File: src/hw/rtl/avacc_pkg.sv
package avacc_pkg;

	// Width of every running sum and of the weighted totals.
	localparam int ACC_W = 64;
	// Adder width that holds any sum plus the widest per-node term.
	localparam int ADD_W = 67;
	// Node groups and quantities per group.
	localparam int NUM_GROUPS = 2;
	localparam int NUM_QTY    = 4;
	localparam int CFG_IDX_W  = 3;

	// Quantity slots: moment of inertia, then angular momentum x, y, z.
	localparam logic [1:0] QTY_INERTIA = 2'd0;
	localparam logic [1:0] QTY_MOM_Z   = 2'd3;

	// Configuration register indexes.
	localparam logic [CFG_IDX_W-1:0] REG_MEMBRANE_MASS = 3'd0;
	localparam logic [CFG_IDX_W-1:0] REG_ACTIN_MASS    = 3'd1;
	localparam logic [CFG_IDX_W-1:0] REG_CENTRE_POS_X  = 3'd2;
	localparam logic [CFG_IDX_W-1:0] REG_CENTRE_POS_Y  = 3'd3;
	localparam logic [CFG_IDX_W-1:0] REG_CENTRE_POS_Z  = 3'd4;
	localparam logic [CFG_IDX_W-1:0] REG_CENTRE_VEL_X  = 3'd5;
	localparam logic [CFG_IDX_W-1:0] REG_CENTRE_VEL_Y  = 3'd6;
	localparam logic [CFG_IDX_W-1:0] REG_CENTRE_VEL_Z  = 3'd7;

	localparam logic [31:0] MASS_RESET = 32'h0001_0000;

	// Closed set of sums: [group][quantity], group 0 membrane, group 1 actin.
	typedef logic [NUM_GROUPS-1:0][NUM_QTY-1:0][ACC_W-1:0] sums_t;

	// Clamp a wide signed value to the signed 64-bit range.
	function automatic logic [ACC_W-1:0] sat64(input logic signed [ADD_W-1:0] x);
		logic [ADD_W-ACC_W:0] top;
		top = x[ADD_W-1:ACC_W-1];
		if ((top == '0) || (top == '1)) begin
			sat64 = x[ACC_W-1:0];
		end else if (x[ADD_W-1]) begin
			sat64 = {1'b1, {(ACC_W-1){1'b0}}};
		end else begin
			sat64 = {1'b0, {(ACC_W-1){1'b1}}};
		end
	endfunction

endpackage

File: src/hw/rtl/avacc_queue.sv
module avacc_queue (
	input  logic              clk,
	input  logic              arst_n,
	input  logic              wr_en,
	input  avacc_pkg::sums_t  wr_data,
	output logic              q_full,
	input  logic              rd_en,
	output logic              q_empty,
	output avacc_pkg::sums_t  rd_data
);
	import avacc_pkg::*;

	sums_t      ent_q [2];
	logic       wr_ptr_q, rd_ptr_q;
	logic [1:0] cnt_q;

	assign q_full  = (cnt_q == 2'd2);
	assign q_empty = (cnt_q == 2'd0);
	assign rd_data = ent_q[rd_ptr_q];

	always_ff @(posedge clk or negedge arst_n) begin
		if (!arst_n) begin
			wr_ptr_q <= 1'b0;
			rd_ptr_q <= 1'b0;
			cnt_q    <= 2'd0;
		end else begin
			if (wr_en) wr_ptr_q <= !wr_ptr_q;
			if (rd_en) rd_ptr_q <= !rd_ptr_q;
			cnt_q <= cnt_q + {1'b0, wr_en} - {1'b0, rd_en};
		end
	end

	always_ff @(posedge clk) begin
		if (wr_en) ent_q[wr_ptr_q] <= wr_data;
	end

endmodule

File: config.mk
export PLATFORM = sky130hd
export DESIGN_NAME = avacc_queue
export DESIGN_NICKNAME = d
export VERILOG_FILES = /design/src/hw/rtl/avacc_pkg.sv /design/src/hw/rtl/avacc_queue.sv
export SDC_FILE = /design/constraint.sdc
export NUM_CORES = 1
export LEC_CHECK = 0
export BUFFER_PORTS_ARGS = -buffer_cell sky130_fd_sc_hd__buf_2
export CORE_AREA = 2 2 398 400
export CTS_CLUSTER_DIAMETER = 50
export CTS_CLUSTER_SIZE = 16
export DETAILED_ROUTE_END_ITERATION = 8
export DIE_AREA = 0 0 400 402
export PLACE_DENSITY = 0.47
export SYNTH_ARGS = -nofsm -noshare
export SYNTH_HDL_FRONTEND = slang
export SYNTH_SLANG_ARGS = --single-unit
File: constraint.sdc
create_clock -name clk -period 61.7 [get_ports clk]
set_input_delay 3.085 -clock clk [delete_from_list [all_inputs] [get_ports clk]]
set_output_delay 3.085 -clock clk [all_outputs]
set_load 0.02 [all_outputs]
### After elaboration in Yosys (flattened, before gate mapping)

Memories as Yosys holds them, arrays and structs flattened.
Cells that the tools add are included.

| storage, ports and cells | value |
|---|---|
| flip-flop bits (word level) | 4 |
| bits in writable memories | 1024 |
| input port bits | 516 |
| output and inout bits | 514 |
| logic and storage cells | 12 |
| memories kept | 1 |

| operators by class | value |
|---|---|
| add/subtract/negate cells | 2 |
| eq/ne operators | 1 |
| multiplexer cells | 2 |
| reduce and logical (&&, ||, !) cells | 3 |

Memories:

| name | depth | width | read ports | clocked after Yosys merged registers in | wr ports | line | text |
|---|---|---|---|---|---|---|---|
| ent_q | 2 | 512 | 1 | 0 | 1 | avacc_queue.sv:13 | `sums_t ent_q [2];` |

Operators with widths:

| operator | number |
|---|---|
| adder 2 x 1 -> 2 bit | 1 |
| equality test 2 bit (second input constant) | 1 |
| zero test 1 bit | 2 |
| zero test 2 bit | 1 |
| 2-to-1 mux 1 bit | 2 |
| subtractor 2 x 1 -> 2 bit | 1 |

### Logic depth before layout (Yosys ltp)

Gate-level depths: netlist of the first run.

| depth | value |
|---|---|
| word-level depth | 2 |
| mapped depth | 5 |
| mapped depth without buffers | 5 |

### Worst setup path after synthesis of the first run

Ideal clock, no wire load.

| timing | value |
|---|---|
| kind | input -> register |
| start | input wr_en |
| end | memory ent_q[0][0] (netlist name) (enable) |
| library setup time | 1461 ps |
| data arrival time | 25035 ps |
| setup slack | 35204 ps |
| stages on the path | 1 |
| cell sequence | nor2b_1 |

| on the way | value |
|---|---|
| cells in the longest elaborated chain, start to end | 2 |

RTL lines:

| item | line | text |
|---|---|---|
| from (decl) | avacc_queue.sv:4 | `input logic wr_en,` |
| 2-to-1 mux 1 bit | avacc_queue.sv:34 | `if (wr_en) ent_q[wr_ptr_q] <= wr_data;` |
| 2-to-1 mux 1 bit (not written as such) | avacc_queue.sv:34 |  |
| to (decl) | avacc_queue.sv:13 |  |

No other way between the ends.

==> results of run 1 <==
Yosys cell counts:
cell | n | area, um2
and2_1 | 1 | 6.26
buf_2 | 4 | 20.0
buf_6 | 53 | 597
dfrtp_1 | 4 | 100
edfxtp_1 | 1024 | 30700
ha_1 | 2 | 25.0
inv_1 | 2 | 7.51
mux2_2 | 512 | 5770
nor2_1 | 1 | 3.75
nor2b_1 | 2 | 12.5
xor2_1 | 2 | 17.5
xor3_1 | 1 | 23.8
final timing paths:
check	start	end	slack, ns	depth (start not counted)
max in group asynchronous	arst_n	rd_ptr_q	59.40	1
max reg2reg	wr_ptr_q	ent_q[0][469]	56.39	6
min	wr_ptr_q	wr_ptr_q	0.55	1
max	rd_ptr_q	rd_data[307]	53.51	5
min in group asynchronous	arst_n	cnt_q[1]	2.16	1
min reg2reg	wr_ptr_q	wr_ptr_q	0.55	1
cell families after synthesis:
group                      count (synthesis)  share of synthesized area [%]
xor gates and xnor gates                   3                          0.111
adders and majority gates                  2                         0.0670
buffers and inverters                     59                           1.67
DFF                                     1028                           82.6
muxes                                    512                           15.4
and+or+nand+nor                            4                         0.0603
cell type report:
cell class                      instances  share of cell area (%)
Timing Repair Buffer                 1050                    11.0
Antenna cell                           15                  0.0774
Tap cell                             2072                    5.35
Sequential cell                      1028                    63.6
Multi-Input combinational cell        521                    12.1
Inverter                                2                  0.0155
Clock buffer                          114                    5.80
Clock inverter                         93                    1.99
power breakdown:
group | internal, mW | total (mW) | switching (mW)
Sequential | 0.926 | 0.962 | 0.0354
Combinational | 0.267 | 0.740 | 0.473
Clock | 0.369 | 0.669 | 0.300
per-stage QoR:
step                setup WS (ns)  cell area, um2  hold slack (ns)  utilization (%)  cells
floorplan                   35.20           37300            0.455                -   1608
global placement            53.35           44700            0.534             28.4   4673
detailed placement          53.36           44700            0.539             28.4   4673
CTS                         53.36           48400            0.561             30.8   4880
global route                53.16           48500            0.579             30.8   4887
finish                      53.51           48500            0.552             30.9   4895
layer usage:
metal	part of all wire [%]	routed length, um
met1	40	41600
met4	2.5	2570
met5	0.21	221
met3	9.6	9970
met2	48	49600
worst max-delay path: stages (launching register included):
cell and delay, ns:
dfrtp_4 1.07, buf_12 0.69, buf_4 0.83, buf_4 0.80, mux2_2 0.43, buf_2 0.16
sequential cells by signal (all words and copies together) (netlist names):
name / count
rd_ptr_q: 1
ent_q: 1024
cnt_q: 2
wr_ptr_q: 1
==> impl_metrics.toml, run 1 <==
[worst_setup_path]
crit_path_end_kind = "output pin"
worstPathRequired_ns = 58.62
critPathArrivalTime_ns = 5.11
crit_type = "register to output pin"
cp-start-kind = "register"
crit_fanout = 149

[clocking]
cts_tree = "built"
postCtsSetupRepairBufs = 0
clk_latency_ns = 0.72
cts_buffer_depth = 3
cts-buffers-inserted = 111
cts-hold-fix-buffers = 0
clockRootBuffer = "clkbuf_16"
ctsHtreeMaxLevel = 3
clk_pin_slew_ns = 0.06
ctsResizeCount = 0
cts.sinks = 1028

[detailed_routing]
drt_pass1_iterations = 4
drt_iter0_drc = 1108
vias = 19600
avgViaCountPerCell = 4.01
routed_wl_um = 104000
post_drt_wl_per_cell_um = 21.2
ant_nets = 0
drc = 0

[power_and_ir_drop]
powerDensity_nw_per_um2 = 48.9
p_leak_nw = 17.7
ir_worst_vdd_uv = 32.5
finalPower_mw = 2.37

[logic_synthesis]
syn_inst = 1608
syn_nets = 2126
ys_types = 12
syn_avg_cell_area_um2 = 23.2
ys.warnings.count = 0
ys_ff_latch = 1028
syn_area_um2 = 37300
ys_seq_area_share_pct = 82.6

[grt]
grtUsageMet1_pct = 14.8
grt_pass1_vias = 20000
gr-total-overflow = 0
grt_antenna_before_repair = 51
grt_pass1_wl_um = 142000
grt_max_degree = 150
met3_usage_pct = 4.65
grt_use_met2_pct = 20.1
grt_usage_pct = 12.3
top_usage_layer = "met2"

[cells_and_area]
nets = 3232
final_common_cell = "buf_2"
multi_input_area_um2 = 5860
register_area_um2 = 30900
fill_cells = 15600
layout_common_cells = "buf_2 (1029), edfxtp_1 (1024), mux2_2 (512)"
syn_to_final_growth_pct = 29.9
layout-drive-gt1-share_pct = 62.7

[floorplan]
die_w_um = 400
core_area_um2 = 157000
num_rows = 146
dieArea_um2 = 161000
chipHeight_um = 402
initial_utilization_pct = 23.8
io_pins = 1030

[sta]
rsz0062_at_grt = "no"
tns_ns = 0
worstMarginPinSlew_ns = 1.07
period_needed_ns = 8.19
setup_viol = 0
period_share_pct = 13.3
drv_slew = 0
fmax_mhz = 122
finalHoldViolations = 0
slew-limit-headroom_pct = 28.5
skew_ns = 0.0261

[run_status]
status = "finished clean"

[flow_run]
max-cap-violations = 0

[place]
portBuffers = 1029
dp_hpwl_um = 74700
gp_congestion = 0.816

[hold_path]
worstHoldPathType = "register to register"
Power figures use the tool's default switching activity.
==> run 2, diff against run 1 <==
--- a/config.mk
+++ b/config.mk
@@ -5,12 +5,13 @@
 export SDC_FILE = /design/constraint.sdc
 export NUM_CORES = 1
 export LEC_CHECK = 0
+export ABC_AREA = 1
 export BUFFER_PORTS_ARGS = -buffer_cell sky130_fd_sc_hd__buf_2
-export CORE_AREA = 2 2 398 400
+export CORE_AREA = 2 2 401 403
 export CTS_CLUSTER_DIAMETER = 50
 export CTS_CLUSTER_SIZE = 16
 export DETAILED_ROUTE_END_ITERATION = 8
-export DIE_AREA = 0 0 400 402
+export DIE_AREA = 0 0 403 405
 export PLACE_DENSITY = 0.47
 export SYNTH_ARGS = -nofsm -noshare
 export SYNTH_HDL_FRONTEND = slang
==> constraint.sdc (replaced) <==
create_clock -name clk -period 8.15 [get_ports clk]
set_input_delay 0.4075 -clock clk [delete_from_list [all_inputs] [get_ports clk]]
set_output_delay 0.4075 -clock clk [all_outputs]
set_load 0.02 [all_outputs]
==> run 2 against run 1 <==
  * Sequential share of layout area down 7.3 points
  * Register-to-register slack worse by 51 ns
  * First-iteration DRC count up 43%
  * Setup slack worse by 49 ns
  * Global-route usage up 1.3 points
  * Utilization up 3.5 points
  * Total power rose to 8.1 times the previous value
  * Critical path type unchanged
==> impl_metrics.toml, run 2 <==
[logic_synthesis]
ys_seq_area_share_pct = 80.9
syn_area_um2 = 38100
syn_nets = 3217
syn_inst = 2699
synth_edf_count = 1024
ys_dominant_reg_cell = "edfxtp_1"
ys_types = 15
async_reset_ff_share_pct = 0.389
yosysMostFrequentCell = "edfxtp_1"
ys_ff_latch = 1028
synth_common_cells = "edfxtp_1 (1024), inv_1 (519), nand2_1 (518), o21ai_0 (420), o21ai_1 (92)"
syn_avg_cell_area_um2 = 14.1
ys_top_cells_by_area = "edfxtp_1 (81%), o21ai_0 (5.5%), inv_1 (5.1%), nand2_1 (5.1%), o21ai_1 (1.2%)"
synth_top_area_share_pct = 80.7
synth.largest_area_cell = "edfxtp_1"
ys.warnings.count = 0

[worst_setup_path]
worstPathRequired_ns = 7.74
crit_fanout = 152
crit_path_end_kind = "output pin"
cp-start-kind = "register"
critPathArrivalTime_ns = 3.53
crit_type = "register to output pin"

[cells_and_area]
final_cell_area_um2 = 54700
top_regs = "ent_q x1024, cnt_q x2"
syn_to_final_growth_pct = 43.6
layout-drive-gt1-share_pct = 28.5
largest_reg_flops = 1024
nets = 4784
largest-register = "ent_q"
final_common_cell = "buf_2"
layout_common_cells = "buf_2 (1029), edfxtp_1 (1024), inv_1 (518), nand2_1 (518), dlygate4sd3_1 (516)"

[power_and_ir_drop]
powerDensity_nw_per_um2 = 349
p_leak_nw = 22.7
ir_worst_vdd_uv = 262
finalPower_mw = 19.1

[sta]
setup_viol = 0
drv_slew = 0
skew_ns = 0.0387
finalHoldViolations = 0
rsz0062_at_grt = "no"
slew-limit-headroom_pct = 28.9
fmax_mhz = 254
period_needed_ns = 3.93
worstMarginPinSlew_ns = 1.07
period_share_pct = 48.3

[place]
dp_hpwl_um = 82100
placed_area_um2 = 45400
portBuffers = 1029
gp_congestion = 0.827

[clocking]
cts_buffer_depth = 3
cts.sinks = 1028
clockRootBuffer = "clkbuf_16"
ctsHtreeMaxLevel = 3
clk_pin_slew_ns = 0.07
cts-buffers-inserted = 116
cts_tree = "built"
clk_latency_ns = 0.75
postCtsSetupRepairBufs = 0

[detailed_routing]
drc = 0
drt_pass1_iterations = 5
drt_iter0_drc = 1584
routed_wl_um = 116000
vias = 25400
avgViaCountPerCell = 3.92
post_drt_wl_per_cell_um = 17.9
ant_nets = 0

[grt]
gr-total-overflow = 0
grt_antenna_before_repair = 39
grt_max_degree = 225
grt_usage_pct = 13.6
grt_pass1_wl_um = 164000
grt_pass1_vias = 24900

[floorplan]
io_pins = 1030
dieArea_um2 = 163000
core_area_um2 = 159000
die_w_um = 403
initial_utilization_pct = 23.9
num_rows = 147
chipHeight_um = 405

[flow_run]
max-cap-violations = 0

[run_status]
status = "finished clean"

[hold_path]
worstHoldPathType = "input pin to register"
-- run 2: cell types whose count changed after synthesis, moves of 49 or more --
cell,change
clkbuf_1,+49
inv_1,+517
mux2_2,-512
nand2_1,+518
o21ai_0,+420
o21ai_1,+92
-- run 2: kinds of logic (layout without fill, tap and decap cells) --
kind of cell / Yosys count / after routing / synth area share [%]
flops: 1028 / 1028 / 80.9
other cells: 0 / 21 / 0
buf+inv: 633 / 2298 / 7.09
compound gates: 512 / 512 / 6.72
simple gates: 522 / 522 / 5.14
xor+xnor: 2 / 2 / 0.0460
fa+ha+maj: 2 / 2 / 0.0656
-- run 2: worst max-delay path: stages, from the launching register on --
cell and delay (ns):
dfrtp_4 0.78, buf_12 0.48, buf_4 0.62, o21ai_0 0.46, buf_2 0.29
-- run 2: where the power goes --
part	switching, mW	internal (mW)
registers	0.250	7.02
logic	4.67	1.70
clock network	2.32	3.14
total	7.23	11.9
-- run 2: cell type report --
cell class / instances / area [um2]
antenna: 21 / 52.6
timing repair buffer: 1563 / 10600
clock buffer: 124 / 2930
sequential: 1028 / 30900
tap: 2086 / 2610
fill: 15800 / 105000
clock inverter: 92 / 1160
multi-input combinational: 1038 / 4570
inverter: 519 / 1950
-- run 2: what timing repair did --
action | 4_1_cts | 5_1_grt
endpoints found under the hold margin | 1031 | 0
setup endpoints to repair | 0 | 0
gates resized for setup | 0 | 0
hold buffers | 516 | 0
-- run 2: layer usage --
layer	global-route usage, %	wire [um]	vias to the layer above	part of all wire [%]
met4	4.61	3300	10	2.8
met2	22.7	56300	877	49
met5	0.624	214	-	0.18
met1	15.9	45900	12000	40
met3	5.41	10200	199	8.8
li1	-	-	12300	-
-- run 2: final timing paths --
check	slack (ns)	depth (start not counted)	to	start
max in group asynchronous	7.31	3	rd_ptr_q	arst_n
min in group asynchronous	0.63	3	cnt_q[1]	arst_n
setup / recovery	4.22	4	rd_data[150]	rd_ptr_q
hold reg to reg	0.55	1	wr_ptr_q	wr_ptr_q
setup reg to reg	5.16	5	ent_q[1][342]	wr_ptr_q
hold / removal	0.38	2	ent_q[1][47]	wr_data[47]
-- run 2: metrics by stage --
| stage | hold WS (ns) | utilization, % | setup WS [ns] | std cells | setup TNS, ns |
|---|---|---|---|---|---|
| final | 0.380 | 34.4 | 4.22 | 6471 | 0 |
| after global routing | 0.313 | 34.4 | 3.92 | 6467 | 0 |
| after CTS | 0.272 | 34.3 | 4.12 | 6450 | 0 |
| after detailed placement | 0.231 | 28.5 | 4.94 | 5718 | 0 |
| after global placement | 0.230 | 28.5 | 4.94 | 5718 | 0 |
| after floorplan | 0.112 | - | -0.443 | 2699 | -371.68 |
